### config.mk
export PLATFORM = sky130hd
export DESIGN_NAME = round_robin_ready_ring
export DESIGN_NICKNAME = d
export VERILOG_FILES = /design/src/rtl/rrr_pkg.sv /design/src/rtl/rrr_cell.sv /design/src/rtl/round_robin_ready_ring.sv
export VERILOG_INCLUDE_DIRS = /design/src /design/src/rtl
export SDC_FILE = /design/constraint.sdc
export NUM_CORES = 1
export LEC_CHECK = 0
export ABC_CLOCK_PERIOD_IN_PS = 12300
export BUFFER_PORTS_ARGS = -buffer_cell sky130_fd_sc_hd__buf_2
export CAP_MARGIN = 20
export CELL_PAD_IN_SITES_DETAIL_PLACEMENT = 1
export CELL_PAD_IN_SITES_GLOBAL_PLACEMENT = 1
export CORE_MARGIN = 2
export CORE_UTILIZATION = 35
export CTS_CLUSTER_SIZE = 24
export DETAILED_ROUTE_END_ITERATION = 8
export PLACE_DENSITY = 0.62
export REMOVE_ABC_BUFFERS = 1
export SYNTH_ARGS = -nofsm -noshare
export SYNTH_HDL_FRONTEND = slang
export SYNTH_HIERARCHICAL = 1
export SYNTH_SLANG_ARGS = --single-unit
### constraint.sdc
create_clock -name clk -period 12.3 [get_ports clk]
set_input_delay 0 -clock clk [delete_from_list [all_inputs] [get_ports clk]]
set_output_delay 0 -clock clk [all_outputs]
set_load 0.01 [all_outputs]
### src/rtl/round_robin_ready_ring_assert.svh
// Assertion macros for the round-robin ready ring.
// Included by the top level; the bodies are empty when SYNTHESIS is defined.
`ifndef ROUND_ROBIN_READY_RING_ASSERT_SVH
`define ROUND_ROBIN_READY_RING_ASSERT_SVH

`ifndef SYNTHESIS
// Consequent must hold in the same cycle as the antecedent.
`define RRR_ASSERT_NOW(lbl, clk_s, rst_s, ante, cons) \
  lbl: assert property (@(posedge clk_s) disable iff (!rst_s) (ante) |-> (cons)) \
    else $error("round_robin_ready_ring: assertion failed");
// Consequent must hold in the cycle after the antecedent.
`define RRR_ASSERT_NEXT(lbl, clk_s, rst_s, ante, cons) \
  lbl: assert property (@(posedge clk_s) disable iff (!rst_s) (ante) |=> (cons)) \
    else $error("round_robin_ready_ring: assertion failed");
`else
`define RRR_ASSERT_NOW(lbl, clk_s, rst_s, ante, cons)
`define RRR_ASSERT_NEXT(lbl, clk_s, rst_s, ante, cons)
`endif

`endif

### src/rtl/rrr_pkg.sv
// Shared types for the round-robin ready ring: slot contents and cell commands.
// No dependencies; used by rrr_cell and round_robin_ready_ring.
package rrr_pkg;

  localparam int TASK_W = 6;

  // One ring position: occupied flag and the task id it holds.
  typedef struct packed {
    logic              v;
    logic [TASK_W-1:0] t;
  } slot_t;

  // Command broadcast to every cell of the chain.
  typedef enum logic [1:0] {
    CMD_HOLD,
    CMD_LOAD,
    CMD_ROTATE,
    CMD_SHIFT
  } cell_cmd_t;

  typedef struct packed {
    cell_cmd_t         cmd;
    logic [TASK_W-1:0] new_id;
    logic [TASK_W-1:0] head_id;
  } cell_ctl_t;

endpackage

### src/rtl/rrr_cell.sv
// One position of the ready-ring chain; holds a slot and trades it with its neighbors.
// Depends on rrr_pkg.
module rrr_cell import rrr_pkg::*; (
  input  logic      clk,
  input  logic      rst_n,
  input  cell_ctl_t ctl,
  input  logic      left_v,
  input  slot_t     right,
  output slot_t     slot
);

  logic              v_r, v_nxt;
  logic [TASK_W-1:0] t_r, t_nxt;

  always_comb begin
    v_nxt = v_r;
    t_nxt = t_r;
    case (ctl.cmd)
      CMD_LOAD: begin
        // The first free position after the occupied run takes the new task.
        if (!v_r && left_v) begin
          v_nxt = 1'b1;
          t_nxt = ctl.new_id;
        end
      end
      CMD_ROTATE: begin
        // Left rotation of the occupied run; the tail picks up the old head.
        if (right.v) begin
          t_nxt = right.t;
        end else if (v_r) begin
          t_nxt = ctl.head_id;
        end
      end
      CMD_SHIFT: begin
        // Drop the head and close the gap.
        v_nxt = right.v;
        t_nxt = right.t;
      end
      default: begin
        v_nxt = v_r;
        t_nxt = t_r;
      end
    endcase
  end

  always_ff @(posedge clk) begin
    if (!rst_n) begin
      v_r <= 1'b0;
    end else begin
      v_r <= v_nxt;
    end
  end

  always_ff @(posedge clk) begin
    t_r <= t_nxt;
  end

  assign slot.v = v_r;
  assign slot.t = t_r;

endmodule

### src/rtl/round_robin_ready_ring.sv
// Round-robin ready ring. Enqueue, yield and pick requests pass through the exec and done states;
// a dequeue that hits the head does too. Other dequeues walk the chain one cell a cycle: once
// around on a miss, or once around and then on to the match when the match sits after the head.
// One request is in work at a time; the next is taken once the result is in the output register.
// Reset (synchronous, active low) empties the ring and sets the idle id to 0; no clearing pass.
`include "round_robin_ready_ring_assert.svh"

module round_robin_ready_ring import rrr_pkg::*; #(
  parameter int SLOTS = 64
) (
  input  logic        clk,
  input  logic        rst_n,
  input  logic        in_tvalid,
  output logic        in_tready,
  input  logic [7:0]  in_tdata,   // [1:0] op, [7:2] task_id
  output logic        out_tvalid,
  input  logic        out_tready,
  output logic [15:0] out_tdata,  // [1:0] status, [7:2] run_id, [8] ring_empty, rest zero
  input  logic        cfg_we,
  input  logic [5:0]  cfg_wdata   // idle_task_id
);

  localparam int CNT_W = $clog2(SLOTS + 1);

  // Request codes.
  localparam logic [1:0] OP_ENQ   = 2'd0;
  localparam logic [1:0] OP_DEQ   = 2'd1;
  localparam logic [1:0] OP_YIELD = 2'd2;
  localparam logic [1:0] OP_PICK  = 2'd3;

  // Status codes.
  localparam logic [1:0] STAT_OK       = 2'd0;
  localparam logic [1:0] STAT_FULL     = 2'd1;
  localparam logic [1:0] STAT_NOTFOUND = 2'd2;
  localparam logic [1:0] STAT_IDLE     = 2'd3;

  // Sequencer states.
  localparam logic [2:0] S_IDLE = 3'd0;
  localparam logic [2:0] S_EXEC = 3'd1;
  localparam logic [2:0] S_SCAN = 3'd2;
  localparam logic [2:0] S_SEEK = 3'd3;
  localparam logic [2:0] S_DONE = 3'd4;

  // The ring is held in order in a chain of cells: cell 0 is always the head and the
  // occupied cells form one run starting there. A rotation moves every task one cell
  // toward the head, with the head wrapping to the tail, which is exactly a yield.
  // A dequeue that misses the head rotates the ring once around, noting the last
  // rotation at which the head cell matched (the first match walking backward from
  // the head), then rotates up to that point and drops the head cell.

  logic [2:0]        state_r, state_nxt;
  logic [1:0]        op_r, op_nxt;
  logic [TASK_W-1:0] id_r, id_nxt;
  logic [CNT_W-1:0]  cnt_r, cnt_nxt;
  logic [CNT_W-1:0]  step_r, step_nxt;
  logic [CNT_W-1:0]  last_r, last_nxt;
  logic              found_r, found_nxt;
  logic [1:0]        status_r, status_nxt;
  logic [TASK_W-1:0] idle_id_r;
  logic              out_valid_r, out_valid_nxt;
  logic [8:0]        out_data_r, out_data_nxt;

  cell_ctl_t         ctl;
  slot_t             slot_q [SLOTS];
  logic              head_hit;
  logic [1:0]        miss_status;

  assign head_hit    = slot_q[0].v && (slot_q[0].t == id_r);
  assign miss_status = (id_r == idle_id_r) ? STAT_IDLE : STAT_NOTFOUND;

  always_comb begin
    state_nxt     = state_r;
    op_nxt        = op_r;
    id_nxt        = id_r;
    cnt_nxt       = cnt_r;
    step_nxt      = step_r;
    last_nxt      = last_r;
    found_nxt     = found_r;
    status_nxt    = status_r;
    out_valid_nxt = out_valid_r && !out_tready;
    out_data_nxt  = out_data_r;
    ctl.cmd       = CMD_HOLD;
    ctl.new_id    = id_r;
    ctl.head_id   = slot_q[0].t;

    case (state_r)
      S_IDLE: begin
        if (in_tvalid) begin
          op_nxt    = in_tdata[1:0];
          id_nxt    = in_tdata[7:2];
          state_nxt = S_EXEC;
        end
      end
      S_EXEC: begin
        state_nxt  = S_DONE;
        status_nxt = STAT_OK;
        case (op_r)
          OP_ENQ: begin
            if (cnt_r == CNT_W'(SLOTS)) begin
              status_nxt = STAT_FULL;
            end else begin
              ctl.cmd = CMD_LOAD;
              cnt_nxt = cnt_r + CNT_W'(1);
            end
          end
          OP_DEQ: begin
            if (cnt_r == '0) begin
              status_nxt = miss_status;
            end else if (head_hit) begin
              ctl.cmd = CMD_SHIFT;
              cnt_nxt = cnt_r - CNT_W'(1);
            end else begin
              ctl.cmd   = CMD_ROTATE;
              step_nxt  = CNT_W'(1);
              found_nxt = 1'b0;
              state_nxt = S_SCAN;
            end
          end
          OP_YIELD: begin
            // An empty ring has no occupied cell, so the rotation changes nothing.
            ctl.cmd = CMD_ROTATE;
          end
          OP_PICK: begin
            ctl.cmd = CMD_HOLD;
          end
          default: begin
            ctl.cmd = CMD_HOLD;
          end
        endcase
      end
      S_SCAN: begin
        // The head cell holds the task that sat step_r places after the head.
        if (step_r == cnt_r) begin
          if (found_r) begin
            step_nxt  = '0;
            state_nxt = S_SEEK;
          end else begin
            status_nxt = miss_status;
            state_nxt  = S_DONE;
          end
        end else begin
          if (head_hit) begin
            last_nxt  = step_r;
            found_nxt = 1'b1;
          end
          ctl.cmd  = CMD_ROTATE;
          step_nxt = step_r + CNT_W'(1);
        end
      end
      S_SEEK: begin
        if (step_r == last_r) begin
          // The matched task is at the head; its successor becomes the new head.
          ctl.cmd    = CMD_SHIFT;
          cnt_nxt    = cnt_r - CNT_W'(1);
          status_nxt = STAT_OK;
          state_nxt  = S_DONE;
        end else begin
          ctl.cmd  = CMD_ROTATE;
          step_nxt = step_r + CNT_W'(1);
        end
      end
      S_DONE: begin
        if (!out_valid_r || out_tready) begin
          out_valid_nxt = 1'b1;
          out_data_nxt  = {!slot_q[0].v,
                           slot_q[0].v ? slot_q[0].t : idle_id_r,
                           status_r};
          state_nxt     = S_IDLE;
        end
      end
      default: begin
        state_nxt = S_IDLE;
      end
    endcase
  end

  always_ff @(posedge clk) begin
    if (!rst_n) begin
      state_r     <= S_IDLE;
      cnt_r       <= '0;
      found_r     <= 1'b0;
      idle_id_r   <= '0;
      out_valid_r <= 1'b0;
    end else begin
      state_r     <= state_nxt;
      cnt_r       <= cnt_nxt;
      found_r     <= found_nxt;
      out_valid_r <= out_valid_nxt;
      if (cfg_we) begin
        idle_id_r <= cfg_wdata;
      end
    end
  end

  always_ff @(posedge clk) begin
    op_r       <= op_nxt;
    id_r       <= id_nxt;
    step_r     <= step_nxt;
    last_r     <= last_nxt;
    status_r   <= status_nxt;
    out_data_r <= out_data_nxt;
  end

  // Chain of cells; the ends see a permanently occupied left side and an empty right side.
  for (genvar i = 0; i < SLOTS; i++) begin : g_cell
    logic  left_v;
    slot_t right;
    if (i == 0) begin : g_first
      assign left_v = 1'b1;
    end else begin : g_mid_l
      assign left_v = slot_q[i-1].v;
    end
    if (i == SLOTS - 1) begin : g_last
      assign right = '0;
    end else begin : g_mid_r
      assign right = slot_q[i+1];
    end
    rrr_cell u_cell (
      .clk    (clk),
      .rst_n  (rst_n),
      .ctl    (ctl),
      .left_v (left_v),
      .right  (right),
      .slot   (slot_q[i])
    );
  end

  assign in_tready  = (state_r == S_IDLE);
  assign out_tvalid = out_valid_r;
  assign out_tdata  = {7'b0, out_data_r};

  `RRR_ASSERT_NOW(a_head_matches_count, clk, rst_n, 1'b1, slot_q[0].v == (cnt_r != '0))
  `RRR_ASSERT_NOW(a_full_tail, clk, rst_n, cnt_r == CNT_W'(SLOTS), slot_q[SLOTS-1].v)
  `RRR_ASSERT_NEXT(a_accept_exec, clk, rst_n, in_tvalid && in_tready, state_r == S_EXEC)
  `RRR_ASSERT_NOW(a_scan_bound, clk, rst_n, state_r == S_SCAN, step_r <= cnt_r)
  `RRR_ASSERT_NOW(a_seek_bound, clk, rst_n, state_r == S_SEEK, found_r && step_r <= last_r)

endmodule

* Yosys cells after proc, flatten, opt, wreduce, memory -nomap -nowiden *
Index checks and enable logic that the tools add are counted.

storage, ports and cells
  word-level logic and storage cells = 1004
  output and inout port bits = 18
  register bits after elaboration = 499

cells by class
  reduce and logical (&&, ||, !) cells = 275
  bitwise gates (word level) = 1
  add/sub/neg operators = 3
  equal/unequal tests = 159
  mux-type cells = 427

operator list
  kind                                                             number
  6-bit one-hot mux with 3 select lines                            64
  6-bit two-way mux                                                191
  3-bit AND reduction                                              65
  3-bit by 1-bit != test with 1-bit output, second input constant  62
  2-bit by 1-bit != test with 1-bit output, second input constant  65
  1-bit one-hot mux with 2 select lines                            65
  2-bit AND reduction                                              65
  1-bit two-way mux                                                75
  7-bit two-way mux                                                10
  1-bit zero test                                                  66
  1-bit logical AND                                                65
  7-bit one-hot mux with 2 select lines                            2
  3-bit two-way mux                                                8
  2-bit != test, second input constant                             12
  7-bit one-hot mux with 3 select lines                            1
  6-bit AND reduction                                              3
  3-bit one-hot mux with 5 select lines                            1
  7-bit by 1-bit adder with 7-bit output, second input constant    2
  7-bit equality test                                              2
  6-bit equality test                                              2
  2-bit two-way mux                                                6
  3-bit != test, second input constant                             4
  2-bit one-hot mux with 3 select lines                            2
  2-bit equality test, second input constant                       4
  17 further kinds                                                 23

* Depth between registers and ports, before layout *
Gate-level depths: netlist of run 1.

  depth in word-level cells = 9
  mapped depth = 10
  depth with buffers taken out = 9

* Modules after synthesis *
Netlist of run 1, hierarchy kept.

modules (own cells, without submodules)
  module                  times used  area an instance (um2)  cells an instance
  rrr_cell                64          377.9                   37
  round_robin_ready_ring  1           2797.7                  260

* Least setup slack after synthesis of run 1 *
Ideal clock, no wire load.

  path kind = register to register
  from = register id_r[5]
  to = register g_cell[0].u_cell.t_r[0], enable pin
  path slack = 2470 ps
  stages on the path, launching flop included = 8
  clock period less this slack = 9830 ps
  setup time = 379 ps
  arrival time = 9451 ps
  path buffers = 1
  data required time = 11921 ps
  cells stage by stage = edfxtp_1 > xnor2_1 > nand3_1 > or4_1 > buf_4 > nand2_1 > inv_1 > o21ai_0

RTL lines
  what                    RTL line                       RTL
  from (decl)             round_robin_ready_ring.sv:53   logic [TASK_W-1:0] id_r, id_nxt;
  from (signal assigned)  round_robin_ready_ring.sv:197  id_r <= id_nxt;
  to (signal assigned)    rrr_cell.sv:55                 t_r <= t_nxt;
  to (decl)               rrr_cell.sv:13                 logic [TASK_W-1:0] t_r, t_nxt;

==> results.json, run 1 <==
{
  "status": "finished, final reports clean",
  "cp-endpoint": "g_cell[62].u_cell/t_r[1]",
  "power_density_mw_per_mm2": 129,
  "synthSimpleGateAreaFrac_pct": 10.6,
  "yosysWarningCount": 6,
  "drv_slew": 0,
  "power_frac_comb_pct": 8.6,
  "htreeDepth": 2,
  "place.gp.congestion": 0.739,
  "fill_cells": 8515,
  "end_kind": "register",
  "synthTopCellsByArea": "edfxtp_1 46%, mux2i_1 15%, a21oi_1 9.6%, dfxtp_1 6.1%, nor2_1 5.6%",
  "fp.dieH_um": 282,
  "syn_area_per_cell_um2": 10.3,
  "wl_um": 73400,
  "antenna_found_initial": 1,
  "cts.sinks": 499,
  "drive_gt1_share_pct": 8.48,
  "p_seq_share_pct": 48.1,
  "crit_top_cell": "buf_4",
  "crit_start": "g_cell[0].u_cell/t_r[3]",
  "postRouteAntennaNets": 0,
  "area_growth_syn_to_layout_pct": 11.0,
  "cp_slowest_cell": "edfxtp_1",
  "drc": 0,
  "synth_cells": 2628,
  "crit_path_start_kind": "register",
  "dp_hpwl_um": 42200,
  "timing.rr.start": "g_cell[0].u_cell/t_r[3]",
  "synth_top_family_by_area": "compound AO/OA/AOI/OAI gates",
  "synth_ff_type": "edfxtp_1",
  "vias": 19500,
  "rsz0062_at_grt": "false",
  "setup_viol": 0,
  "switchingPower_uw": 934,
  "cts_buffer_depth": 3,
  "fp.dieArea_mm2": 0.0793,
  "r2r_cells": 8,
  "diodes": 0,
  "yosysMostFrequentCell": "a21oi_1",
  "p_leak_uw": 0.0121,
  "rows": 101,
  "numCtsBuffers": 57,
  "switching_share_pct": 24.1,
  "coreArea_mm2": 0.0761,
  "vias_per_cell": 5.25,
  "power.internal_uw": 2940,
  "cts_resized": 0,
  "synth_top_area_share_pct": 46.4,
  "clkTransAtPathRegs_ns": 0.06,
  "fmax_ghz": 0.172,
  "cp.arrival_ns": 6.06,
  "fin_util_pct": 39.4,
  "maxCapViolCount": 0,
  "wl_per_cell_um": 19.7,
  "tightest_slew_ns": 1.10,
  "cts_tree": "done",
  "grt_pass1_wl_um": 117000,
  "synth_async_sr_flop_share_pct": 0,
  "cp.required_ns": 12.53,
  "start_util_pct": 35.5,
  "clockPowerShare_pct": 43.3,
  "period_minus_slack_ns": 5.83,
  "syn_area_mm2": 0.0270,
  "clkLatencyLatePin_ns": 0.61,
  "hp-class": "in2reg",
  "synth_seq_cells": 499,
  "port_buffers": 29,
  "overflow": 0,
  "drtIter0Drc": 1055,
  "relSlewSlack_pct": 26.8,
  "die_w_um": 282,
  "synth_cell_types": 57,
  "slowest_delay_ns": 0.97,
  "grt_pass1_vias": 20500,
  "dr.pass1.iters": 5,
  "p_total_uw": 3880,
  "synth_edf_count": 417,
  "synth_fa_ha_area_share_pct": 0.185,
  "finalSetupTns_ns": 0,
  "synth_compound_area_share_pct": 15.3,
  "cp_cell_sequence": "xnor2_1 > nand4_1 > or4_1 > nand2_4 > buf_4 > buf_4 > inv_1 > o21ai_0",
  "ioPinCount": 37,
  "grt_usage_pct": 18.6,
  "cp_max_fo": 59,
  "period_share_pct": 47.4,
  "hold_slack_ns": 0.101,
  "worst-setup-path-type": "reg2reg",
  "yosysTopAreaCell": "edfxtp_1",
  "peakVddDrop_mv": 0.103,
  "synthMuxAreaShare_pct": 15.0,
  "nNetsFinal": 2665,
  "worst-r2r-setup-slack_ns": 6.47,
  "finClkSkew_ns": 0.0161,
  "synth_commonest_cells": "519 x a21oi_1, 417 x edfxtp_1, 405 x nor2_1, 397 x mux2i_1, 263 x o21ai_0",
  "grt_max_degree": 221,
  "root_buffer": "clkbuf_16",
  "reg2reg_to": "g_cell[62].u_cell/t_r[1]",
  "synthXorXnorAreaFrac_pct": 1.04,
  "finalHoldViolCount": 0,
  "ys_seq_area_share_pct": 52.5
}
==> per-stage QoR <==
stage	instance area [um^2]	std cells	setup slack [ns]
2_1_floorplan	26100	2496	-6.00
3_3_place_gp	27800	3586	6.64
3_5_place_dp	27800	3586	6.35
4_1_cts	29900	3714	6.39
5_1_grt	29900	3718	6.00
6_report	29900	3718	6.47
==> cell type report <==
type / count / area [um^2] / area share (%)
clock buffer: 80 / 1620 / 5.40
clock inverter: 25 / 205 / 0.685
inverter: 138 / 518 / 1.73
multi-input combinational: 1859 / 11400 / 38.2
sequential: 499 / 14200 / 47.3
tap: 1030 / 1290 / 4.30
timing repair buffer: 87 / 696 / 2.32
==> state kept, by name, summed over array words and instances (netlist names) <==
register           count
step_r                 7
idle_id_r              6
op_r                   2
state_r                3
g_cell.u_cell/v_r     64
out_data_r             9
g_cell.u_cell/t_r    384
found_r                1
status_r               2
out_tvalid             1
id_r                   6
cnt_r                  7
last_r                 7
==> power by group through the flow <==
stage	logic [uW]	clock network [uW]	registers [uW]
global route	373	1790	1870
detailed placement	325	0	1900
global placement	313	0	1900
finish	333	1680	1870
CTS	334	1720	1870
floorplan	302	0	1920
==> routing by layer <==
layer  vias up  wire length, um  part of all wire [%]  GRT usage, %
li1       9473                -                     -             -
met1      9683            33100                    45          24.1
met2       257            36700                    50          32.9
met3        92             2130                   2.9          2.19
met4         0             1420                   1.9          4.57
met5         -                0                     0             0
==> placed cells by master (no fill, tap or decap), drive strengths merged, types with 3 or more instances in the layout <==
| cell type | count |
|---|---|
| nand4 | 6 |
| dlygate4sd3 | 23 |
| nor2b | 4 |
| clkbuf | 80 |
| buf | 64 |
| dfxtp | 82 |
| conb | 18 |
| nand3 | 11 |
| nand2b | 5 |
| edfxtp | 417 |
| bufinv | 3 |
| nand2 | 78 |
| a21oi | 520 |
| o21ai | 264 |
| xnor2 | 22 |
| mux2 | 6 |
| and3 | 3 |
| ha | 4 |
| clkinv | 19 |
| nor2 | 469 |
| nor4 | 4 |
| xor2 | 10 |
| mux2i | 397 |
| inv | 139 |
| nor3 | 5 |
==> how the worst min path moves through the flow <==
stage / depth (start not counted) / slack [ns] / start / end
after global placement: 1 / 0.18 / in_tdata[1] / op_r[1]
final: 2 / 0.10 / in_tdata[1] / op_r[1]
after global routing: 2 / 0.08 / in_tdata[0] / op_r[0]
after floorplan: 0 / 0.1 / in_tdata[2] / id_r[0]
after detailed placement: 1 / 0.18 / in_tdata[0] / op_r[0]
after CTS: 2 / 0.05 / in_tdata[0] / op_r[0]
==> what timing repair did <==
item                      CTS  global route
hold buffers               23             0
hold endpoints to repair   48             0
setup buffers               0             0
==> kinds of logic (layout without fill, tap and decap cells) <==
family                     Yosys count  count (layout)
AOI/OAI and AO/OA                  806             806
DFF                                499             499
buffers and inverters              286             330
and+or+nand+nor                    596             596
other                                2              18
xor gates and xnor gates            32              32
adders and majority gates            4               4
muxes                              403             403
==> worst max-delay path: cells and delay by family (launching register included) <==
| kind | cells | cell delay, ns |
|---|---|---|
| compound gates | 1 | 0.78 |
| xor+xnor | 1 | 0.22 |
| buf+inv | 3 | 1.76 |
| flops | 1 | 0.97 |
| simple gates | 3 | 1.56 |
Note: power is estimated with default switching activity, not from simulation.
==> inputs of run 2 (changes only) <==
Settings changed: ABC_AREA set to 1, ABC_CLOCK_PERIOD_IN_PS 12300 to 5700, PLACE_DENSITY 0.62 to 0.67.
Clock period 12.3 ns to 5.7 ns, I/O delays scaled along.
==> run 2 against run 1 <==
Effect of this change:
- clock power grew to 2.7 times the previous value
- largest cell class is now multi-input combinational cells
- count of clock-buffer cells in the layout increased by 10
- fmax rose by 48%
- critical path depth is 5 higher
- largest power group is now combinational cells
- worst setup slack got worse by 4.7 ns
- synthesized cell count is 120% higher
- cell area is 39% higher
- critical endpoint is now g_cell[34].u_cell/t_r[4]
- critical path type unchanged
- first-iteration DRC count up 78%
- non-clock buffer count grew 35
- highest routed layer is now met5
==> results.json, run 2 <==
{
  "synth_seq_cells": 499,
  "diodes": 0,
  "cts_resized": 0,
  "synthSimpleGateAreaFrac_pct": 40.0,
  "synth_cell_types": 31,
  "fmax_ghz": 0.253,
  "wl_per_cell_um": 16.2,
  "syn_area_mm2": 0.0388,
  "yosysTopAreaCell": "edfxtp_1",
  "r2r_cells": 13,
  "cp.required_ns": 5.99,
  "cp.arrival_ns": 4.24,
  "finClkSkew_ns": 0.0243,
  "layout_commonest_cell": "nand2_1",
  "crit_path_start_kind": "register",
  "ioPinCount": 37,
  "synth_commonest_cells": "2,363 x nand2_1, 1,324 x inv_1, 911 x nand3_1, 417 x edfxtp_1, 173 x nor2_1",
  "hp-class": "in2reg",
  "status": "finished, final reports clean",
  "worst-r2r-setup-slack_ns": 1.75,
  "end_kind": "register",
  "top_regs": "g_cell.u_cell/t_r: 384 flops, g_cell.u_cell/v_r: 64 flops, out_data_r: 9 flops",
  "synth_top_family_by_area": "simple AND/OR/NAND/NOR gates",
  "hold_end": "id_r[2]",
  "antenna_found_initial": 2,
  "vias_per_cell": 4.70,
  "postRouteAntennaNets": 0,
  "largest-register": "g_cell.u_cell/t_r",
  "cts_tree": "done",
  "maxCapViolCount": 0,
  "grt_pass1_wl_um": 194000,
  "wl_um": 120000,
  "grt_max_degree": 81,
  "drtIter0Drc": 1883,
  "rows": 122,
  "relSlewSlack_pct": 25.6,
  "setup_viol": 0,
  "ys_seq_area_share_pct": 36.5,
  "top_usage_layer": "met2",
  "timing.rr.start": "id_r[3]",
  "fp.dieArea_mm2": 0.113,
  "die_w_um": 337,
  "synth_fa_ha_area_share_pct": 0.129,
  "synth_cells": 5896,
  "root_buffer": "clkbuf_16",
  "finalSetupTns_ns": 0,
  "final.setup.worst_slack_ns": 1.75,
  "yosysWarningCount": 6,
  "synth_async_sr_flop_share_pct": 0,
  "overflow": 0,
  "syn_area_per_cell_um2": 6.57,
  "drv_slew": 0,
  "synthMuxAreaShare_pct": 0.0258,
  "yosysMostFrequentCell": "nand2_1",
  "synth_edf_count": 417,
  "nNetsFinal": 5861,
  "clkTransAtPathRegs_ns": 0.06,
  "p_leak_uw": 0.0225,
  "area_growth_syn_to_layout_pct": 7.43,
  "finalHoldViolCount": 0,
  "synth_top_area_share_pct": 32.3,
  "coreArea_mm2": 0.110,
  "largest_reg_flops": 384,
  "start_util_pct": 35.2,
  "tightest_slew_ns": 1.12,
  "grt_use_met2_pct": 37.0,
  "reg2reg_to": "g_cell[34].u_cell/t_r[4]",
  "cts.sinks": 499,
  "fp.dieH_um": 337,
  "synth_ff_type": "edfxtp_1",
  "synthTopCellsByArea": "edfxtp_1 32%, nand2_1 23%, inv_1 13%, nand3_1 12%, dfxtp_1 4.2%",
  "htreeDepth": 3,
  "postCtsSetupBuffers": 0,
  "dp_hpwl_um": 75300,
  "peakVddDrop_mv": 0.288,
  "gr-usage-met1_pct": 28.4,
  "worst-setup-path-type": "reg2reg",
  "synth_compound_area_share_pct": 1.49,
  "dr.pass1.iters": 5,
  "period_share_pct": 69.3,
  "numCtsBuffers": 67,
  "grt_pass1_vias": 35200,
  "port_buffers": 29,
  "drive_gt1_share_pct": 6.96,
  "rsz0062_at_grt": "false",
  "drc": 0,
  "holdCritStartpoint": "in_tdata[4]",
  "place.gp.congestion": 0.783,
  "grt_usage_pct": 21.4,
  "met3_usage_pct": 2.49,
  "hold_path_depth": 2,
  "clkLatencyLatePin_ns": 0.64,
  "post-place-ws_ns": 1.73,
  "cp_max_fo": 38,
  "synthXorXnorAreaFrac_pct": 0.384,
  "final_cell_mix": "2,362 x nand2_1, 1,324 x inv_1, 911 x nand3_1",
  "power_density_mw_per_mm2": 483,
  "cts_buffer_depth": 3,
  "vias": 34700,
  "period_minus_slack_ns": 3.95
}
run 2: through the flow:
stage	instances	hold WS (ns)	utilization [%]	power, uW	cell area, um^2
finish	7381	0.0875	37.8	20100	41600
floorplan	5647	0.0989	-	9770	36300
CTS	7381	0.0390	37.8	20400	41600
global route	7381	0.0617	37.8	21800	41600
detailed placement	7228	0.180	35.4	15700	39000
global placement	7228	0.176	35.4	15500	39000
run 2: routing by layer:
| metal | wire length (um) | share of wire (%) | up-vias |
|---|---|---|---|
| li1 | - | - | 17500 |
| met1 | 56400 | 47 | 16700 |
| met2 | 57400 | 48 | 387 |
| met3 | 3390 | 2.8 | 161 |
| met4 | 2490 | 2.1 | 4 |
| met5 | 24 | 0.020 | - |
run 2: how the worst max path moves through the flow:
stage	startpoint	to	cells past startpoint
2_1_floorplan	step_r[4]	g_cell[0].u_cell/t_r[0]	10
3_3_place_gp	id_r[3]	g_cell[34].u_cell/t_r[2]	13
3_5_place_dp	id_r[3]	g_cell[34].u_cell/t_r[3]	13
4_1_cts	id_r[3]	g_cell[51].u_cell/t_r[1]	13
5_1_grt	id_r[3]	g_cell[54].u_cell/t_r[5]	13
6_report	id_r[3]	g_cell[34].u_cell/t_r[4]	13
run 2: layout make-up:
cell class,count,area [um^2]
fillers,14400,68600
multi-input cells,3686,16400
flip-flops and latches,499,14200
inverters,1462,5810
clock buffers,90,1900
well taps,1488,1860
repair buffers,122,1080
clock inverters,34,444
run 2: power by group:
group          total, uW  switching [uW]  internal (uW)
clock network       4540            1740           2800
registers           5550             476           5080
logic              10000            7120           2880
run 2: what timing repair did:
action,4_1_cts,5_1_grt
hold buffers,29,0
endpoints found under the hold margin,60,0
endpoints found under the setup margin,0,0
run 2: cells by family (layout without fill, tap and decap cells):
kind of cell	after synthesis	after routing
other cells	2	21
compound gates	111	111
xor+xnor	17	17
mux	1	1
buf+inv	1730	1708
flops	499	499
fa+ha+maj	4	4
simple gates	3532	3532
run 2: worst max-delay path: stages, from the launching register on:
cell      delay (ns)
edfxtp_1        0.99
inv_1           0.10
nand2_1         0.09
nand2_1         0.07
nor2_1          0.09
nand2_1         0.09
o21ai_2         0.26
nand2_4         0.10
nor2_8          0.74
buf_4           0.52
nand2_1         0.11
inv_1           0.09
nand2_1         0.05
nand3_1         0.25
==> inputs of run 3 (changes only) <==
Settings changed: ABC_CLOCK_PERIOD_IN_PS 5700 to 3400, PLACE_DENSITY 0.67 to 0.69.
Clock period 5.7 ns to 3.4 ns, I/O delays scaled along.
==> run 3 against run 2 <==
Effect of this change:
- sequential share of layout area down 0.45 points
- final cell count up 0.56%
- global-route usage is 0.14 points higher
- count of clock-buffer cells in the layout rose by 1
- critical endpoint is now g_cell[12].u_cell/t_r[1]
==> results.json, run 3 (synthesis results as in run 2) <==
{
  "grt_pass1_vias": 35200,
  "place.gp.congestion": 0.815,
  "setup_viol": 0,
  "status": "finished, final reports clean",
  "fill_cells": 14500,
  "hp-class": "in2reg",
  "postCtsSetupBuffers": 0,
  "ioPinCount": 37,
  "hold_buffers": 28,
  "fp.dieH_um": 337,
  "slowest_delay_ns": 0.40,
  "postRouteAntennaNets": 0,
  "crit_path_start_kind": "register",
  "coreArea_mm2": 0.110,
  "power_density_mw_per_mm2": 814,
  "finalSetupTns_ns": 0,
  "place_area_mm2": 0.0396,
  "layout_commonest_cell": "nand2_1",
  "grt_max_degree": 85,
  "vias": 34700,
  "grt_usage_pct": 21.5,
  "peakVddDrop_mv": 0.536,
  "rsz0062_at_grt": "false",
  "cp.required_ns": 3.71,
  "largest_reg_flops": 384,
  "final_cell_mix": "2,362 x nand2_1, 1,324 x inv_1, 911 x nand3_1",
  "maxCapViolCount": 0,
  "end_kind": "register",
  "drv_slew": 0,
  "drive_gt1_share_pct": 7.72,
  "port_buffers": 29,
  "drc": 0,
  "wl_um": 121000,
  "wl_per_cell_um": 16.3,
  "diodes": 0,
  "fmax_ghz": 0.336,
  "fp.dieArea_mm2": 0.113,
  "largest-register": "g_cell.u_cell/t_r",
  "relSlewSlack_pct": 27.3,
  "die_w_um": 337,
  "p_leak_uw": 0.0228,
  "dp_hpwl_um": 77800,
  "rows": 122,
  "cp_cell_sequence": "inv_1 > ha_1 > nand2_1 > nor2_1 > nand2_1 > nor2_2 > nand3_1 > nand3_2 > nor2_8 > buf_12 > nand2_1 > inv_1 > nand2_1 > nand3_1",
  "dr.pass1.iters": 5,
  "nNetsFinal": 5903,
  "top_regs": "g_cell.u_cell/t_r: 384 flops, g_cell.u_cell/v_r: 64 flops, out_data_r: 9 flops",
  "htreeDepth": 3,
  "cp_num_buf_inv": 3,
  "period_minus_slack_ns": 2.97,
  "numCtsBuffers": 66,
  "cts_resized": 0,
  "path_delay_family": "simple AND/OR/NAND/NOR gates",
  "overflow": 0,
  "start_util_pct": 35.2,
  "cts_tree": "done",
  "grt_pass1_wl_um": 195000,
  "cp.arrival_ns": 3.28,
  "antenna_found_initial": 0,
  "cp_slowest_cell": "dfxtp_1",
  "cts.sinks": 499,
  "drtIter0Drc": 1975,
  "clkLatencyLatePin_ns": 0.65,
  "area_growth_syn_to_layout_pct": 8.87,
  "cts_buffer_depth": 3,
  "tightest_slew_ns": 1.09,
  "worst-setup-path-type": "reg2reg",
  "period_share_pct": 87.4,
  "root_buffer": "clkbuf_16",
  "finalHoldViolCount": 0,
  "finClkSkew_ns": 0.0488,
  "clkTransAtPathRegs_ns": 0.06,
  "final_area_mm2": 0.0422,
  "vias_per_cell": 4.67,
  "cp_max_fo": 68,
  "crit_top_cell": "nand2_1"
}
run 3: worst reg2reg max path, delay by kind of cell (launching register included):
family | cells | cell delay (ns)
flip-flops | 1 | 0.40
buffers and inverters | 3 | 0.62
adder cells (fa/ha/maj) | 1 | 0.23
AND/OR/NAND/NOR | 10 | 1.37
run 3: area by class of cell:
cell class | instances | area (um^2) | area share, %
clock buffers | 91 | 1890 | 4.48
clock inverters | 31 | 467 | 1.11
inverters | 1462 | 5810 | 13.8
multi-input cells | 3686 | 16400 | 38.8
flip-flops and latches | 499 | 14200 | 33.6
well taps | 1488 | 1860 | 4.41
repair buffers | 165 | 1630 | 3.85
run 3: worst paths after layout:
kind                                  start  cells past startpoint                  endpoint  slack (ns)
worst min-delay path            in_tdata[1]                      2                   op_r[1]        0.07
worst max-delay path               cnt_r[0]                     14  g_cell[12].u_cell/t_r[1]        0.43
worst min register to register  status_r[1]                      0             out_data_r[1]        0.42
worst max register to register     cnt_r[0]                     14  g_cell[12].u_cell/t_r[1]        0.43
run 3: through the flow:
stage,setup slack [ns],instances,util (%),power (uW),hold slack (ns)
after floorplan,-14.26,5647,-,14800,0.0989
after global placement,0.541,7272,35.9,26500,0.190
after detailed placement,0.443,7272,35.9,26800,0.190
after CTS,0.398,7422,38.3,34700,0.0251
after global routing,0.184,7422,38.3,37100,0.0535
final,0.428,7422,38.3,34400,0.0716
run 3: power breakdown:
group	total (uW)	switching [uW]	internal (uW)	leakage, uW
clock	7640	2960	4680	0.00114
combinational	17500	12200	5280	0.0172
sequential	9260	745	8510	0.00444
run 3: metal layers:
metal	up-vias	GRT usage, %	wire length [um]
met4	0	6.53	3400
met3	183	2.27	3640
met5	-	0	0
met1	16400	28.7	56500
li1	17600	-	-
met2	467	36.6	57300
